File: src/design/fdsa_pkg.sv
// Shared types and constants for the Forth data stack core.
// Holds the word, item and control types used by the cells, the decoder and the top level.
// No dependencies.
`timescale 1ns / 1ps
`default_nettype none

package fdsa_pkg;

    // Word and field widths
    localparam int WORD_W          = 32;
    localparam int MODE_W          = 4;
    localparam int DEPTH_FIELD_W   = 5;
    localparam int STACK_DEPTH_DEF = 16;
    // Number of top cells that the decoder may overwrite directly
    localparam int TOP_CELLS       = 3;

    // Operation codes
    localparam logic [MODE_W-1:0] MODE_PUSH  = 4'd0;
    localparam logic [MODE_W-1:0] MODE_ADD   = 4'd1;
    localparam logic [MODE_W-1:0] MODE_SUB   = 4'd2;
    localparam logic [MODE_W-1:0] MODE_EQUAL = 4'd3;
    localparam logic [MODE_W-1:0] MODE_PEEK  = 4'd4;
    localparam logic [MODE_W-1:0] MODE_DUP   = 4'd5;
    localparam logic [MODE_W-1:0] MODE_DROP  = 4'd6;
    localparam logic [MODE_W-1:0] MODE_SWAP  = 4'd7;
    localparam logic [MODE_W-1:0] MODE_OVER  = 4'd8;
    localparam logic [MODE_W-1:0] MODE_NOP   = 4'd9;

    typedef logic [WORD_W-1:0] word_t;

    // Direction the whole chain moves in one step
    typedef enum logic [1:0] {
        SHIFT_HOLD = 2'd0,
        SHIFT_UP   = 2'd1,
        SHIFT_DOWN = 2'd2
    } shift_t;

    typedef struct packed {
        logic [MODE_W-1:0]        mode;
        logic signed [WORD_W-1:0] literal;
    } in_item_t;

    typedef struct packed {
        logic signed [WORD_W-1:0] top_value;
        logic [DEPTH_FIELD_W-1:0] stack_depth;
        logic                     overflow;
        logic                     underflow;
    } out_item_t;

    // Decoder to chain: move, direct writes into the top cells, flags and new top
    typedef struct packed {
        shift_t                        shift;
        logic [TOP_CELLS-1:0]          wr_en;
        logic [TOP_CELLS-1:0][WORD_W-1:0] wr_data;
        logic                          overflow;
        logic                          underflow;
        word_t                         top_next;
    } stk_ctl_t;

    // Per-cell step command
    typedef struct packed {
        logic   load;
        shift_t shift;
    } cell_ctl_t;

endpackage : fdsa_pkg

`default_nettype wire

File: src/design/fdsa_cell.sv
// One stack cell: holds a single word and takes it from a neighbor or a direct write.
// Depends on fdsa_pkg.
`timescale 1ns / 1ps
`default_nettype none

module fdsa_cell (
    input  wire                 aclk,
    input  fdsa_pkg::cell_ctl_t ctl,
    input  fdsa_pkg::word_t     above_word,
    input  fdsa_pkg::word_t     below_word,
    input  wire                 wr_en,
    input  fdsa_pkg::word_t     wr_data,
    output fdsa_pkg::word_t     cell_word
);
    import fdsa_pkg::*;

    word_t word_reg;
    word_t word_next;

    // Pick the next word: direct write wins, else move with the chain
    always_comb begin
        word_next = word_reg;
        if (wr_en) begin
            word_next = wr_data;
        end else begin
            unique case (ctl.shift)
                SHIFT_HOLD: word_next = word_reg;
                SHIFT_UP:   word_next = below_word;
                SHIFT_DOWN: word_next = above_word;
                default:    word_next = word_reg;
            endcase
        end
    end

    // Advance only on an accepted word
    always_ff @(posedge aclk) begin
        if (ctl.load) begin
            word_reg <= word_next;
        end
    end

    assign cell_word = word_reg;

endmodule : fdsa_cell

`default_nettype wire

File: src/design/fdsa_ctrl.sv
// Operation decoder: turns one opcode, the entry count and the top two cells into
// a chain move, direct writes to the top cells, the new count and the flags.
// Depends on fdsa_pkg.
`timescale 1ns / 1ps
`default_nettype none

module fdsa_ctrl #(
    parameter int STACK_DEPTH = fdsa_pkg::STACK_DEPTH_DEF,
    localparam int CNT_W      = $clog2(STACK_DEPTH + 1)
) (
    input  fdsa_pkg::in_item_t  item,
    input  wire [CNT_W-1:0]     count,
    input  fdsa_pkg::word_t     top0,
    input  fdsa_pkg::word_t     top1,
    output fdsa_pkg::stk_ctl_t  ctl,
    output logic [CNT_W-1:0]    count_next
);
    import fdsa_pkg::*;

    localparam logic [CNT_W-1:0] CNT_FULL = CNT_W'(STACK_DEPTH);

    logic  stk_empty;
    logic  has_two;
    logic  is_full;
    word_t pop_a;
    word_t pop_b;
    word_t alu_res;

    // Values popped first and second; empty pops read zero
    always_comb begin
        stk_empty = (count == '0);
        has_two   = (count > CNT_W'(1));
        is_full   = (count == CNT_FULL);
        pop_a     = stk_empty ? '0 : top0;
        pop_b     = has_two ? top1 : '0;
    end

    // Binary result for add, subtract and equal
    always_comb begin
        unique case (item.mode)
            MODE_ADD:   alu_res = pop_a + pop_b;
            MODE_SUB:   alu_res = pop_b - pop_a;
            MODE_EQUAL: alu_res = (pop_a == pop_b) ? '1 : '0;
            default:    alu_res = '0;
        endcase
    end

    // Decode the net effect of each pop and push sequence
    always_comb begin
        ctl            = '0;
        ctl.shift      = SHIFT_HOLD;
        count_next     = count;
        unique case (item.mode)
            MODE_PUSH: begin
                if (is_full) begin
                    ctl.overflow = 1'b1;
                end else begin
                    ctl.shift      = SHIFT_DOWN;
                    ctl.wr_en[0]   = 1'b1;
                    ctl.wr_data[0] = word_t'(item.literal);
                    count_next     = count + CNT_W'(1);
                end
            end
            MODE_ADD, MODE_SUB, MODE_EQUAL: begin
                ctl.wr_en[0]   = 1'b1;
                ctl.wr_data[0] = alu_res;
                if (has_two) begin
                    ctl.shift  = SHIFT_UP;
                    count_next = count - CNT_W'(1);
                end else begin
                    ctl.underflow = 1'b1;
                    count_next    = CNT_W'(1);
                end
            end
            MODE_PEEK: begin
                ctl.underflow = stk_empty;
            end
            MODE_DUP: begin
                if (stk_empty) begin
                    ctl.underflow  = 1'b1;
                    ctl.wr_en[0]   = 1'b1;
                    ctl.wr_data[0] = '0;
                    count_next     = CNT_W'(1);
                end else if (is_full) begin
                    ctl.overflow = 1'b1;
                end else begin
                    ctl.shift      = SHIFT_DOWN;
                    ctl.wr_en[0]   = 1'b1;
                    ctl.wr_data[0] = top0;
                    count_next     = count + CNT_W'(1);
                end
            end
            MODE_DROP: begin
                if (stk_empty) begin
                    ctl.underflow = 1'b1;
                end else begin
                    ctl.shift  = SHIFT_UP;
                    count_next = count - CNT_W'(1);
                end
            end
            MODE_SWAP: begin
                if (has_two) begin
                    ctl.wr_en[1:0]  = 2'b11;
                    ctl.wr_data[0]  = top1;
                    ctl.wr_data[1]  = top0;
                end else if (!stk_empty) begin
                    // One entry: it sinks one place, a zero lands on top
                    ctl.underflow   = 1'b1;
                    ctl.shift       = SHIFT_DOWN;
                    ctl.wr_en[0]    = 1'b1;
                    ctl.wr_data[0]  = '0;
                    count_next      = CNT_W'(2);
                end else begin
                    ctl.underflow   = 1'b1;
                    ctl.wr_en[1:0]  = 2'b11;
                    count_next      = CNT_W'(2);
                end
            end
            MODE_OVER: begin
                if (has_two) begin
                    if (is_full) begin
                        ctl.overflow = 1'b1;
                    end else begin
                        ctl.shift      = SHIFT_DOWN;
                        ctl.wr_en[0]   = 1'b1;
                        ctl.wr_data[0] = top1;
                        count_next     = count + CNT_W'(1);
                    end
                end else if (!stk_empty) begin
                    // One entry a: result is 0 a 0, last push lost on a two-deep stack
                    ctl.underflow = 1'b1;
                    if (STACK_DEPTH >= TOP_CELLS) begin
                        ctl.shift      = SHIFT_DOWN;
                        ctl.wr_en[0]   = 1'b1;
                        ctl.wr_en[2]   = 1'b1;
                        count_next     = CNT_W'(3);
                    end else begin
                        ctl.overflow   = 1'b1;
                        ctl.wr_en[1]   = 1'b1;
                        count_next     = CNT_W'(2);
                    end
                end else begin
                    // Empty: pushes three zeros, or two zeros with overflow on a two-deep stack
                    ctl.underflow = 1'b1;
                    if (STACK_DEPTH >= TOP_CELLS) begin
                        ctl.wr_en  = '1;
                        count_next = CNT_W'(3);
                    end else begin
                        ctl.overflow   = 1'b1;
                        ctl.wr_en[1:0] = 2'b11;
                        count_next     = CNT_W'(2);
                    end
                end
            end
            default: begin
                ctl.shift = SHIFT_HOLD;
            end
        endcase

        // New top word as the chain will hold it after this step
        if (count_next == '0) begin
            ctl.top_next = '0;
        end else if (ctl.wr_en[0]) begin
            ctl.top_next = ctl.wr_data[0];
        end else if (ctl.shift == SHIFT_UP) begin
            ctl.top_next = top1;
        end else begin
            ctl.top_next = top0;
        end
    end

endmodule : fdsa_ctrl

`default_nettype wire

File: src/design/forth_data_stack_alu_core.sv
// Top level of the Forth data stack core: a chain of word cells, the operation
// decoder, the entry count and the result register.
// Depends on fdsa_pkg, fdsa_cell and fdsa_ctrl.
// Result: a result word is valid in the cycle after its operation word is accepted.
// Throughput: one operation word per cycle while m_ready stays high; every step
// moves the cell chain by at most one place, so the decoder and one cell mux set the cycle.
// Reset: clears the entry count (stack empty) and the result valid; stack words are not cleared.
`timescale 1ns / 1ps
`default_nettype none

module forth_data_stack_alu_core #(
    parameter int STACK_DEPTH = fdsa_pkg::STACK_DEPTH_DEF
) (
    input  wire                 aclk,
    input  wire                 aresetn,
    input  wire                 s_valid,
    output logic                s_ready,
    input  fdsa_pkg::in_item_t  s_data,
    output logic                m_valid,
    input  wire                 m_ready,
    output fdsa_pkg::out_item_t m_data
);
    import fdsa_pkg::*;

    localparam int CNT_W = $clog2(STACK_DEPTH + 1);

    logic [CNT_W-1:0]             count_reg;
    logic [CNT_W-1:0]             count_next;
    logic                         m_valid_reg;
    logic                         m_valid_next;
    out_item_t                    m_data_reg;
    out_item_t                    m_data_next;
    logic                         accept;
    stk_ctl_t                     stk_ctl;
    cell_ctl_t                    cell_ctl;
    word_t [STACK_DEPTH-1:0]      cell_words;
    logic [CNT_W+DEPTH_FIELD_W-1:0] depth_wide;

    // Take a new word out of reset whenever the result slot is free or being drained
    assign s_ready = aresetn && (!m_valid_reg || m_ready);
    assign accept  = s_valid && s_ready;

    fdsa_ctrl #(
        .STACK_DEPTH(STACK_DEPTH)
    ) u_ctrl (
        .item       (s_data),
        .count      (count_reg),
        .top0       (cell_words[0]),
        .top1       (cell_words[1]),
        .ctl        (stk_ctl),
        .count_next (count_next)
    );

    assign cell_ctl.load  = accept;
    assign cell_ctl.shift = stk_ctl.shift;

    // Row of cells, top of stack in cell 0
    for (genvar i = 0; i < STACK_DEPTH; i++) begin : g_cell
        word_t above_w;
        word_t below_w;
        logic  wr_en_w;
        word_t wr_data_w;

        if (i == 0) begin : g_first
            assign above_w = '0;
        end else begin : g_mid_above
            assign above_w = cell_words[i-1];
        end

        if (i == STACK_DEPTH - 1) begin : g_last
            assign below_w = '0;
        end else begin : g_mid_below
            assign below_w = cell_words[i+1];
        end

        if (i < TOP_CELLS) begin : g_top
            assign wr_en_w   = stk_ctl.wr_en[i];
            assign wr_data_w = stk_ctl.wr_data[i];
        end else begin : g_deep
            assign wr_en_w   = 1'b0;
            assign wr_data_w = '0;
        end

        fdsa_cell u_cell (
            .aclk       (aclk),
            .ctl        (cell_ctl),
            .above_word (above_w),
            .below_word (below_w),
            .wr_en      (wr_en_w),
            .wr_data    (wr_data_w),
            .cell_word  (cell_words[i])
        );
    end

    // Build the result word
    always_comb begin
        depth_wide              = (CNT_W + DEPTH_FIELD_W)'(count_next);
        m_data_next.top_value   = stk_ctl.top_next;
        m_data_next.stack_depth = depth_wide[DEPTH_FIELD_W-1:0];
        m_data_next.overflow    = stk_ctl.overflow;
        m_data_next.underflow   = stk_ctl.underflow;
        m_valid_next            = accept || (m_valid_reg && !m_ready);
    end

    // Hold control state under reset
    always_ff @(posedge aclk) begin
        if (!aresetn) begin
            count_reg   <= '0;
            m_valid_reg <= 1'b0;
        end else begin
            m_valid_reg <= m_valid_next;
            if (accept) begin
                count_reg <= count_next;
            end
        end
    end

    // Load the result payload on accept
    always_ff @(posedge aclk) begin
        if (accept) begin
            m_data_reg <= m_data_next;
        end
    end

    assign m_valid = m_valid_reg;
    assign m_data  = m_data_reg;

    // Count never exceeds the stack size
    a_count_bound: assert property (@(posedge aclk) disable iff (!aresetn)
        count_reg <= CNT_W'(STACK_DEPTH))
        else $error("entry count above stack depth");

    // A push on a full stack leaves the count at full
    a_push_full: assert property (@(posedge aclk) disable iff (!aresetn)
        accept && s_data.mode == MODE_PUSH && count_reg == CNT_W'(STACK_DEPTH)
        |=> count_reg == CNT_W'(STACK_DEPTH))
        else $error("push on full stack changed the count");

    // Drop on a non-empty stack removes exactly one entry
    a_drop_count: assert property (@(posedge aclk) disable iff (!aresetn)
        accept && s_data.mode == MODE_DROP && count_reg != '0
        |=> count_reg == $past(count_reg) - CNT_W'(1))
        else $error("drop did not remove one entry");

    // An empty stack shows a zero top
    a_empty_top: assert property (@(posedge aclk) disable iff (!aresetn)
        m_valid_reg && count_reg == '0 |-> m_data_reg.top_value == '0)
        else $error("nonzero top on empty stack");

    // Every accepted word yields a pending result
    a_result_follows: assert property (@(posedge aclk) disable iff (!aresetn)
        accept |=> m_valid_reg)
        else $error("accepted word produced no result");

endmodule : forth_data_stack_alu_core

`default_nettype wire

File: config.mk
export PLATFORM = sky130hd
export DESIGN_NAME = forth_data_stack_alu_core
export DESIGN_NICKNAME = d
export VERILOG_FILES = /design/src/design/fdsa_pkg.sv /design/src/design/fdsa_cell.sv /design/src/design/fdsa_ctrl.sv /design/src/design/forth_data_stack_alu_core.sv
export SDC_FILE = /design/constraint.sdc
export NUM_CORES = 1
export LEC_CHECK = 0
export ABC_CLOCK_PERIOD_IN_PS = 19110
export BUFFER_PORTS_ARGS = -buffer_cell sky130_fd_sc_hd__buf_2
export CAP_MARGIN = 20
export CORE_ASPECT_RATIO = 1.2
export CORE_UTILIZATION = 40
export DETAILED_ROUTE_END_ITERATION = 16
export GPL_ROUTABILITY_DRIVEN = 0
export PLACE_DENSITY = 0.59
export SYNTH_ARGS = -nofsm -noshare
export SYNTH_HDL_FRONTEND = slang
export SYNTH_SLANG_ARGS = --single-unit
File: constraint.sdc
create_clock -name aclk -period 19.11 [get_ports aclk]
set_clock_uncertainty 0.15 [all_clocks]
set_input_delay 0 -clock aclk [delete_from_list [all_inputs] [get_ports aclk]]
set_output_delay 0 -clock aclk [all_outputs]
set_load 0.02 [all_outputs]
======== Yosys cells after proc, flatten, opt, wreduce, memory -nomap -nowiden ========
Cells that the tools add are included.
word-level totals
  flip-flop bits (word level) ............. 557
  output and inout port bits .............. 41
  logic and storage cells ................. 123
  input port bits ......................... 40
operators by class
  eq/ne operators ......................... 12
  $add $sub $neg .......................... 4
  reduce and logical (&&, ||, !) cells .... 21
  order comparisons ....................... 1
  mux-type cells .......................... 63
operator list
  kind                                                 number
  one-hot mux 32 bit (2 select lines)                  16
  2-to-1 mux 32 bit                                    14
  one-hot mux 32 bit (5 select lines)                  1
  one-hot mux 32 bit (3 select lines)                  1
  adder 32 bit                                         1
  == test 32 bit                                       1
  subtractor 32 bit                                    1
  2-to-1 mux 5 bit                                     6
  one-hot mux 5 bit (6 select lines)                   1
  == test 4 x 3 -> 1 bit (second input constant)       4
  2-to-1 mux 2 bit                                     8
  one-hot mux 2 bit (6 select lines)                   1
  2-to-1 mux 1 bit                                     11
  logical NOT 5 bit                                    2
  nonzero test 3 bit                                   3
  == test 4 x 2 -> 1 bit (second input constant)       2
  AND reduction 2 bit                                  4
  one-hot mux 1 bit (3 select lines)                   2
  adder 5 x 1 -> 5 bit (second input constant)         1
  == test 5 bit (second input constant)                1
  > comparator 5 x 1 -> 1 bit (second input constant)  1
  one-hot mux 1 bit (5 select lines)                   1
  OR reduction 5 bit                                   1
  subtractor 5 x 1 -> 5 bit (second input constant)    1
  12 further kinds                                     16

======== Logic depth before layout (Yosys ltp) ========
Gate-level depths: netlist (run 1).
  word-level depth ........................ 7
  depth in mapped cells ................... 19
  gate-level depth less buffers ........... 17

======== Hierarchy ========
From an unflattened synthesis (run 1), not the netlist that was laid out.
unflattened totals
  cell total of the unflattened synthesis .. 4140
  area, all modules ....................... 39708.1 um2
modules (own cells, without submodules)
  module                     instances  seq. area each (um2)  cells an instance  area each (um2)
  fdsa_cell                  16         960.9                 182                1953.1
  fdsa_ctrl                  1          0.0                   1159               7004.2
  forth_data_stack_alu_core  1          1291.2                69                 1453.9

======== Worst setup path before layout (run 1) ========
Ideal clock, no wire load.
  path kind ............................... register to register
  start ................................... register count_reg[0]
  end ..................................... register g_cell[10].u_cell.word_reg[0] (enable)
  arrival time ............................ 19223 ps
  data required time ...................... 17754 ps
  stages on the path, launching flop included .. 11
  clock period less this slack ............ 20578 ps
  slack ................................... -1468 ps
  buffers on the path ..................... 2
  setup time .............................. 1206 ps
  cells stage by stage .................... dfxtp_1 -> clkbuf_1 -> inv_1 -> ha_1 -> nor3b_2 -> nor2b_1 -> clkbuf_1 -> o21ai_0 -> o21a_1 -> ha_1 -> nor2_1
between the ends
  longest elaborated chain between the ends .. 7
  elaborated cells on any way between the ends .. 15
  those cells by class .................... 1 x order compare; 3 x eq/ne; 8 x mux; 3 x reduce/logical
RTL lines
  what                                                                 line                              source
  start, declared                                                      forth_data_stack_alu_core.sv:27   logic [CNT_W-1:0] count_reg;
  start signal, assigned                                               forth_data_stack_alu_core.sv:113  count_reg <= count_next;
  branches (longest 3 deep; another with > comparator 5 x 1 -> 1 bit)  n/a
  one-hot mux 2 bit (6 select lines) *                                 fdsa_ctrl.sv:53                   unique case (item.mode)
  == test 2 x 1 -> 1 bit or == test 2 bit (tied branches)              fdsa_cell.sv:26                   unique case (ctl.shift)
  nonzero test 2 bit (no line) *                                       n/a
  AND reduction 2 bit (no line) *                                      n/a
  end signal, assigned                                                 fdsa_cell.sv:38                   word_reg <= word_next;
  end, declared                                                        fdsa_cell.sv:17                   word_t word_reg;
Mark *: on every way between the ends.
A chain may end at the register's enable or synchronous reset.

======== Worst setup path after layout (run 1) ========
  start ................................... register count_reg[1]
  end ..................................... register g_cell[14].u_cell.word_reg[13], data pin
between the ends
  longest elaborated chain between the ends .. 6
  elaborated cells on any way between the ends .. 14
  those cells by class .................... 1 x order compare; 3 x eq/ne; 9 x mux; 1 x reduce/logical
RTL lines
  what                                                                 line             source
  branches (longest 3 deep; another with > comparator 5 x 1 -> 1 bit)  n/a
  one-hot mux 2 bit (6 select lines) *                                 fdsa_ctrl.sv:53
  == test 2 bit or == test 2 x 1 -> 1 bit (tied branches)              fdsa_cell.sv:26
  one-hot mux 32 bit (2 select lines) *                                fdsa_cell.sv:26
  net g_cell[14].u_cell.word_next[13]                                  fdsa_cell.sv:18  word_t word_next;
  end signal, assigned                                                 fdsa_cell.sv:38
  end, declared                                                        fdsa_cell.sv:17
Mark *: on every way through the listed nets, which the timed path passes.

==> results of run 1 <==
-- synth_stat cells (4+ instances only) --
cell	count	area share, %
a211o_1	4	0.12
a211oi_1	14	0.36
a21boi_0	4	0.10
a21o_1	29	0.74
a21oi_1	135	2.3
a221o_1	18	0.62
a221oi_1	8	0.24
a222oi_1	17	0.58
a22oi_1	15	0.38
a31oi_1	11	0.23
a32oi_1	4	0.12
and2_1	74	1.6
and3_1	9	0.19
buf_1	8	0.10
buf_2	21	0.36
buf_6	4	0.15
clkbuf_1	112	1.4
dfxtp_1	6	0.41
edfxtp_1	551	56
ha_1	69	2.9
inv_1	71	0.91
mux2_2	409	16
mux2i_1	39	1.3
nand2_1	229	2.9
nand2b_1	10	0.21
nand3_1	29	0.50
nand3b_1	4	0.10
nand4_1	11	0.23
nand4b_1	4	0.12
nor2_1	115	1.5
nor2b_1	13	0.28
nor3_1	21	0.36
nor4_1	11	0.23
o2111ai_1	5	0.15
o211ai_1	11	0.28
o21ai_0	45	0.77
o21ai_1	9	0.15
o21bai_1	13	0.33
o221ai_1	14	0.42
o22ai_1	7	0.15
o31ai_1	9	0.23
or2_2	7	0.15
or3_1	5	0.11
xnor2_1	7	0.21
xor2_1	5	0.15
-- stage by stage --
stage	total power, mW	std cells	worst slack (ps)	area, um^2
2_1_floorplan	2.21	2299	5590	29300
3_3_place_gp	2.41	3193	13820	30600
3_5_place_dp	2.43	3194	13660	30600
4_1_cts	3.52	3324	13660	32700
5_1_grt	3.66	3325	13410	32700
6_report	3.51	3325	13590	32700
-- path summary, 6_finish.rpt --
check	slack, ps	endpoint	from	cells past startpoint
min	50	g_cell[0].u_cell.cell_word[25]	s_data[25]	7
max	13590	g_cell[14].u_cell.cell_word[13]	count_reg[1]	14
max reg2reg	13590	g_cell[14].u_cell.cell_word[13]	count_reg[1]	14
min reg2reg	400	g_cell[14].u_cell.cell_word[0]	g_cell[15].u_cell.cell_word[0]	1
-- worst min-delay path, stage by stage --
cell	delay [ps]
buf_2	110
a22o_1	150
a32oi_1	70
nand3_1	80
a21oi_1	40
o21ai_0	150
a21o_1	110
-- kinds of logic (layout without fill, tap and decap cells) --
family | after synthesis | after routing
AND/OR/NAND/NOR | 571 | 571
flip-flops | 557 | 557
multiplexers | 448 | 448
AO/OA/AOI/OAI | 421 | 421
buffers and inverters | 218 | 309
adder cells (fa/ha/maj) | 71 | 71
XOR/XNOR | 13 | 13
-- power groups by stage --
| stage | Clock, mW | Sequential, mW | Combinational [mW] |
|---|---|---|---|
| final | 1.08 | 1.49 | 0.944 |
| after global routing | 1.15 | 1.49 | 1.02 |
| after CTS | 1.11 | 1.49 | 0.928 |
| after detailed placement | 0 | 1.51 | 0.917 |
| after global placement | 0 | 1.51 | 0.905 |
| after floorplan | 0 | 1.52 | 0.684 |
-- what timing repair did --
item | 4_1_cts | 5_1_grt
gates resized for setup | 0 | 0
hold buffers | 35 | 0
hold endpoints to repair | 65 | 0
-- layer usage --
metal,wire [um],vias up
li1,-,8847
met1,29600,9277
met2,32200,675
met3,3720,195
met4,3280,0
met5,0,-
-- layout make-up --
type / count / area [um^2]
multi-input combinational: 1524 / 11800
clock inverter: 26 / 348
tap: 935 / 1170
timing repair buffer: 142 / 1020
inverter: 72 / 270
fill: 6527 / 39700
clock buffer: 69 / 1410
sequential: 557 / 16700
==> results.py, run 1 <==
metrics = {
    "synth": {
        "synth_ff_type": "edfxtp_1",
        "synthArstFlopShare_pct": 0,
        "ys_types": 98,
        "synthSimpleGateAreaFrac_pct": 9.56,
        "syn-instance-count": 2299,
        "synth.ff_latch_count": 557,
        "synth_top_family_by_area": "multiplexers",
        "synth_xor_area_share_pct": 0.414,
        "syn-num-nets": 2410,
        "yosysSeqAreaShare_pct": 56.9,
        "synth-edff-count": 551,
        "muxShareOfSynthArea_pct": 17.1,
        "avgSynthCellArea_um2": 12.7,
        "synth_warnings": 0,
        "synth_area_um2": 29300,
        "synthAdderAreaFrac_pct": 3.08,
        "synth_compound_area_share_pct": 10.0,
    },
    "floorplan": {
        "fp-row-count": 108,
        "dieArea_um2": 74300,
        "initial_utilization_pct": 40.4,
        "die_w_um": 249,
        "boundaryPins": 81,
        "die_h_um": 298,
        "core-area_um2": 72400,
    },
    "sta": {
        "fin_crit_ps": 5520,
        "tightest_slew_ps": 1340,
        "setup_tns_ps": 0,
        "clock.fmax_mhz": 181,
        "slew_violations": 0,
        "finalSetupViolCount": 0,
        "fin_hold_ws_ps": 46.1,
        "fin_crit_sh_pct": 28.9,
        "rsz0062_at_grt": "false",
        "slew-limit-headroom_pct": 10.9,
        "final-hold-violation-count": 0,
    },
    "final_layout": {
        "layout_common_cells": "edfxtp_1 (551), mux2_2 (409), nand2_1 (229), a21oi_1 (132), nor2_1 (110)",
        "final_common_cell": "edfxtp_1",
        "diodes": 0,
        "drive_gt1_share_pct": 26.9,
        "utilization_pct": 45.2,
        "final_net_count": 2462,
        "largest_register_ffs": 512,
        "syn2layout_area_growth_pct": 11.7,
    },
    "global_routing": {
        "grt_pass1_vias": 19100,
        "grt_use_met3_pct": 2.20,
        "antenna_found_initial": 0,
        "grt-busiest-layer": "met2",
        "grt_pass1_wl_um": 108000,
        "track_usage_pct": 18.1,
        "grt_max_degree": 210,
        "met2_usage_pct": 29.7,
        "grtUsageMet1_pct": 23.7,
        "overflow": 0,
    },
    "clock_tree": {
        "cts_tree": "built",
        "cts_inserted_buffers": 54,
        "cts_root_buf": "clkbuf_16",
        "worstSkewPairLatency_ps": 630,
        "cts_setup_buffers": 0,
        "cts_sinks": 557,
        "clkTransAtPathRegs_ps": 70,
        "cts_max_level": 2,
        "clockBufferDepth": 3,
    },
    "critical_path": {
        "critPathArrivalTime_ps": 5750,
        "slowest_stage": "buf_4",
        "crit_family": "buffers and inverters",
        "crit_type": "flop to flop",
        "worstSetupStartpointType": "flop",
        "cp_max_fo": 200,
        "crit_buf_inv": 6,
        "critPathCaptureType": "flop",
        "max_stage_delay_ps": 680,
        "path_cells": "inv_1, ha_1, o21bai_1, and2_1, a21oi_2, o21ai_0, o21a_1, inv_1, ha_4, buf_4, buf_12, buf_4, buf_16, mux2_2",
        "critPathRequiredTime_ps": 19340,
    },
    "power_and_ir_drop": {
        "p_clk_share_pct": 30.7,
        "combPwrFrac_pct": 26.9,
        "p_int_mw": 2.41,
        "sw_frac_of_total_pct": 31.2,
        "seq_power_share_pct": 42.4,
        "switchingPower_mw": 1.09,
        "p_leak_nw": 11.7,
        "cellPowerDensity_nw_per_um2": 107,
        "ir_drop_mv": 0.0667,
    },
    "route": {
        "firstDrtPassIters": 8,
        "vias_per_cell": 5.71,
        "drt-wirelength-per-cell_um": 20.7,
        "antenna_left": 0,
        "wl_um": 68700,
        "drc_errors": 0,
        "vias": 19000,
        "drt_iter0_drc": 1909,
    },
    "run_status": {
        "outcome": "finished clean",
    },
    "place": {
        "hpwl_um": 45400,
        "io_buffers": 80,
    },
    "run": {
        "max-cap-violations": 0,
    },
    "hold_path": {
        "hold_path_class": "input port to flop",
    },
}
(Power assumes the default switching activity.)
==> run 2, diff against run 1 <==
--- a/config.mk
+++ b/config.mk
@@ -5,14 +5,14 @@
 export SDC_FILE = /design/constraint.sdc
 export NUM_CORES = 1
 export LEC_CHECK = 0
-export ABC_CLOCK_PERIOD_IN_PS = 19110
+export ABC_CLOCK_PERIOD_IN_PS = 5300
 export BUFFER_PORTS_ARGS = -buffer_cell sky130_fd_sc_hd__buf_2
 export CAP_MARGIN = 20
 export CORE_ASPECT_RATIO = 1.2
 export CORE_UTILIZATION = 40
 export DETAILED_ROUTE_END_ITERATION = 16
 export GPL_ROUTABILITY_DRIVEN = 0
-export PLACE_DENSITY = 0.59
+export PLACE_DENSITY = 0.57
 export SYNTH_ARGS = -nofsm -noshare
 export SYNTH_HDL_FRONTEND = slang
 export SYNTH_SLANG_ARGS = --single-unit
==> constraint.sdc (replaced) <==
create_clock -name aclk -period 5.3 [get_ports aclk]
set_clock_uncertainty 0.15 [all_clocks]
set_input_delay 0 -clock aclk [delete_from_list [all_inputs] [get_ports aclk]]
set_output_delay 0 -clock aclk [all_outputs]
set_load 0.02 [all_outputs]
==> run 2 against run 1 <==
  * Worst setup slack got worse by 13000 ps
  * Sequential power rose to 3.6 times the previous value
  * Largest cell class unchanged
  * Total power rose to 3.7 times the previous value
  * Highest routed layer unchanged
  * Critical path depth rose by 2
  * Routed wire length rose by 4.2%
  * Non-clock buffer count rose by 45
  * Flip-flop and latch count did not move
  * Global-route usage rose by 0.84 points
  * Combinational power rose to 3.8 times the previous value
  * Register-to-register slack got worse by 13000 ps
==> results.py, run 2 (same netlist as run 1, synthesis figures left out) <==
metrics = {
    "run_status": {
        "outcome": "finished clean",
    },
    "floorplan": {
        "dieArea_um2": 74300,
        "boundaryPins": 81,
        "initial_utilization_pct": 40.4,
        "fp-row-count": 108,
        "die_w_um": 249,
        "die_h_um": 298,
        "core-area_um2": 72400,
    },
    "critical_path": {
        "cp_max_fo": 21,
        "reg2reg_slack_ps": 180,
        "critPathRequiredTime_ps": 5500,
        "crit_type": "flop to flop",
        "endpoint": "m_data[38]",
        "worst_r2r_endpoint": "m_data[38]",
        "worstSetupStartpointType": "flop",
        "critPathCaptureType": "flop",
        "critPathArrivalTime_ps": 5320,
        "crit_start": "count_reg[0]",
        "r2r_start": "count_reg[0]",
        "reg2reg_depth": 16,
    },
    "sta": {
        "slew-limit-headroom_pct": 31.2,
        "rsz0062_at_grt": "false",
        "fin_crit_sh_pct": 96.7,
        "finalSetupViolCount": 0,
        "setup_tns_ps": 0,
        "slew_violations": 0,
        "final-hold-violation-count": 0,
        "worst_slack_ps": 177,
        "fin_hold_ws_ps": 70.2,
        "clock.fmax_mhz": 195,
        "fin_crit_ps": 5120,
        "tightest_slew_ps": 1030,
    },
    "global_routing": {
        "track_usage_pct": 18.9,
        "overflow": 0,
        "grt_max_degree": 70,
        "grt_pass1_vias": 19400,
        "grt_pass1_wl_um": 112000,
        "antenna_found_initial": 0,
    },
    "power_and_ir_drop": {
        "ir_drop_mv": 0.289,
        "cellPowerDensity_nw_per_um2": 392,
        "totalPowerFinal_mw": 13.1,
        "p_leak_nw": 12.0,
    },
    "route": {
        "firstDrtPassIters": 9,
        "vias_per_cell": 5.75,
        "drc_errors": 0,
        "wl_um": 71700,
        "antenna_left": 0,
        "vias": 19400,
        "drt-wirelength-per-cell_um": 21.2,
        "drt_iter0_drc": 1867,
    },
    "clock_tree": {
        "cts_inserted_buffers": 56,
        "cts_setup_buffers": 0,
        "cts_root_buf": "clkbuf_16",
        "clkTransAtPathRegs_ps": 60,
        "cts_max_level": 2,
        "clockBufferDepth": 3,
        "cts_tree": "built",
        "cts_sinks": 557,
        "worstSkewPairLatency_ps": 630,
        "cts.repair.resized": 0,
        "cts_hold_buf": 38,
    },
    "final_layout": {
        "syn2layout_area_growth_pct": 13.8,
        "final_common_cell": "edfxtp_1",
        "drive_gt1_share_pct": 28.7,
        "largest_register_ffs": 512,
        "diodes": 0,
        "final_net_count": 2509,
        "layout_common_cells": "edfxtp_1 (551), mux2_2 (409), nand2_1 (229), a21oi_1 (132), nor2_1 (110)",
    },
    "place": {
        "pre_cts_slack_ps": 397,
        "io_buffers": 80,
        "hpwl_um": 49000,
    },
    "run": {
        "max-cap-violations": 0,
    },
    "hold_path": {
        "hold_path_class": "input port to flop",
        "hp-start": "s_data[24]",
    },
}
[run 2: changes by cell type in the layout (fill, tap and decap cells not counted), moves of 3 or more]
cell           before  now
buf_12              4   11
buf_4              22   57
bufinv_16           6    9
clkbuf_1           15   11
clkinv_1            8   11
clkinvlp_4          0    4
dlygate4sd3_1      35   38
ha_1               68   65
inv_6               4    0
[run 2: per-stage QoR]
stage,std cells,utilization (%),cell area (um^2)
after floorplan,2299,-,29400
after global routing,3378,46.0,33300
after global placement,3236,42.9,31000
final,3378,46.0,33300
after CTS,3378,46.0,33300
after detailed placement,3237,42.9,31100
[run 2: critical path: stages (launching register included)]
cell      delay (ps)
dfxtp_2          380
inv_4             90
ha_4             150
or4b_4           520
buf_4            270
nand2_1          130
ha_1             390
and4_1           300
nand3_1          150
a211oi_1         370
o21ai_0          240
buf_4            200
o311ai_2         440
a31oi_1          190
xor2_1           170
a221oi_1         560
a21oi_1          130
[run 2: how the worst min path moves through the flow]
stage / depth (start not counted) / slack (ps) / end
CTS: 8 / 20 / g_cell[0].u_cell.cell_word[24]
global placement: 3 / 110 / m_valid
global route: 4 / 100 / m_valid
detailed placement: 3 / 120 / m_valid
finish: 8 / 70 / g_cell[0].u_cell.cell_word[24]
floorplan: 2 / -10 / count_reg[0]
[run 2: metal layers]
layer	track usage, %	vias to the layer above	wire length [um]
li1	-	8939	-
met1	25.1	9547	30500
met2	31.1	752	33700
met3	2.49	190	4450
met4	8.19	0	2980
met5	0	-	0
[run 2: cell type report]
type                       instances  area, um^2
clock buffer                      68        1460
clock inverter                    35         457
fill                            6446       39100
inverter                          72         273
multi-input combinational       1524       11900
sequential                       557       16700
tap                              935        1170
timing repair buffer             187        1440
[run 2: power by group]
part	internal [mW]	leakage, nW	switching [mW]
registers	5.22	5.06	0.143
clock network	2.41	0.920	1.73
logic	1.38	6.01	2.19
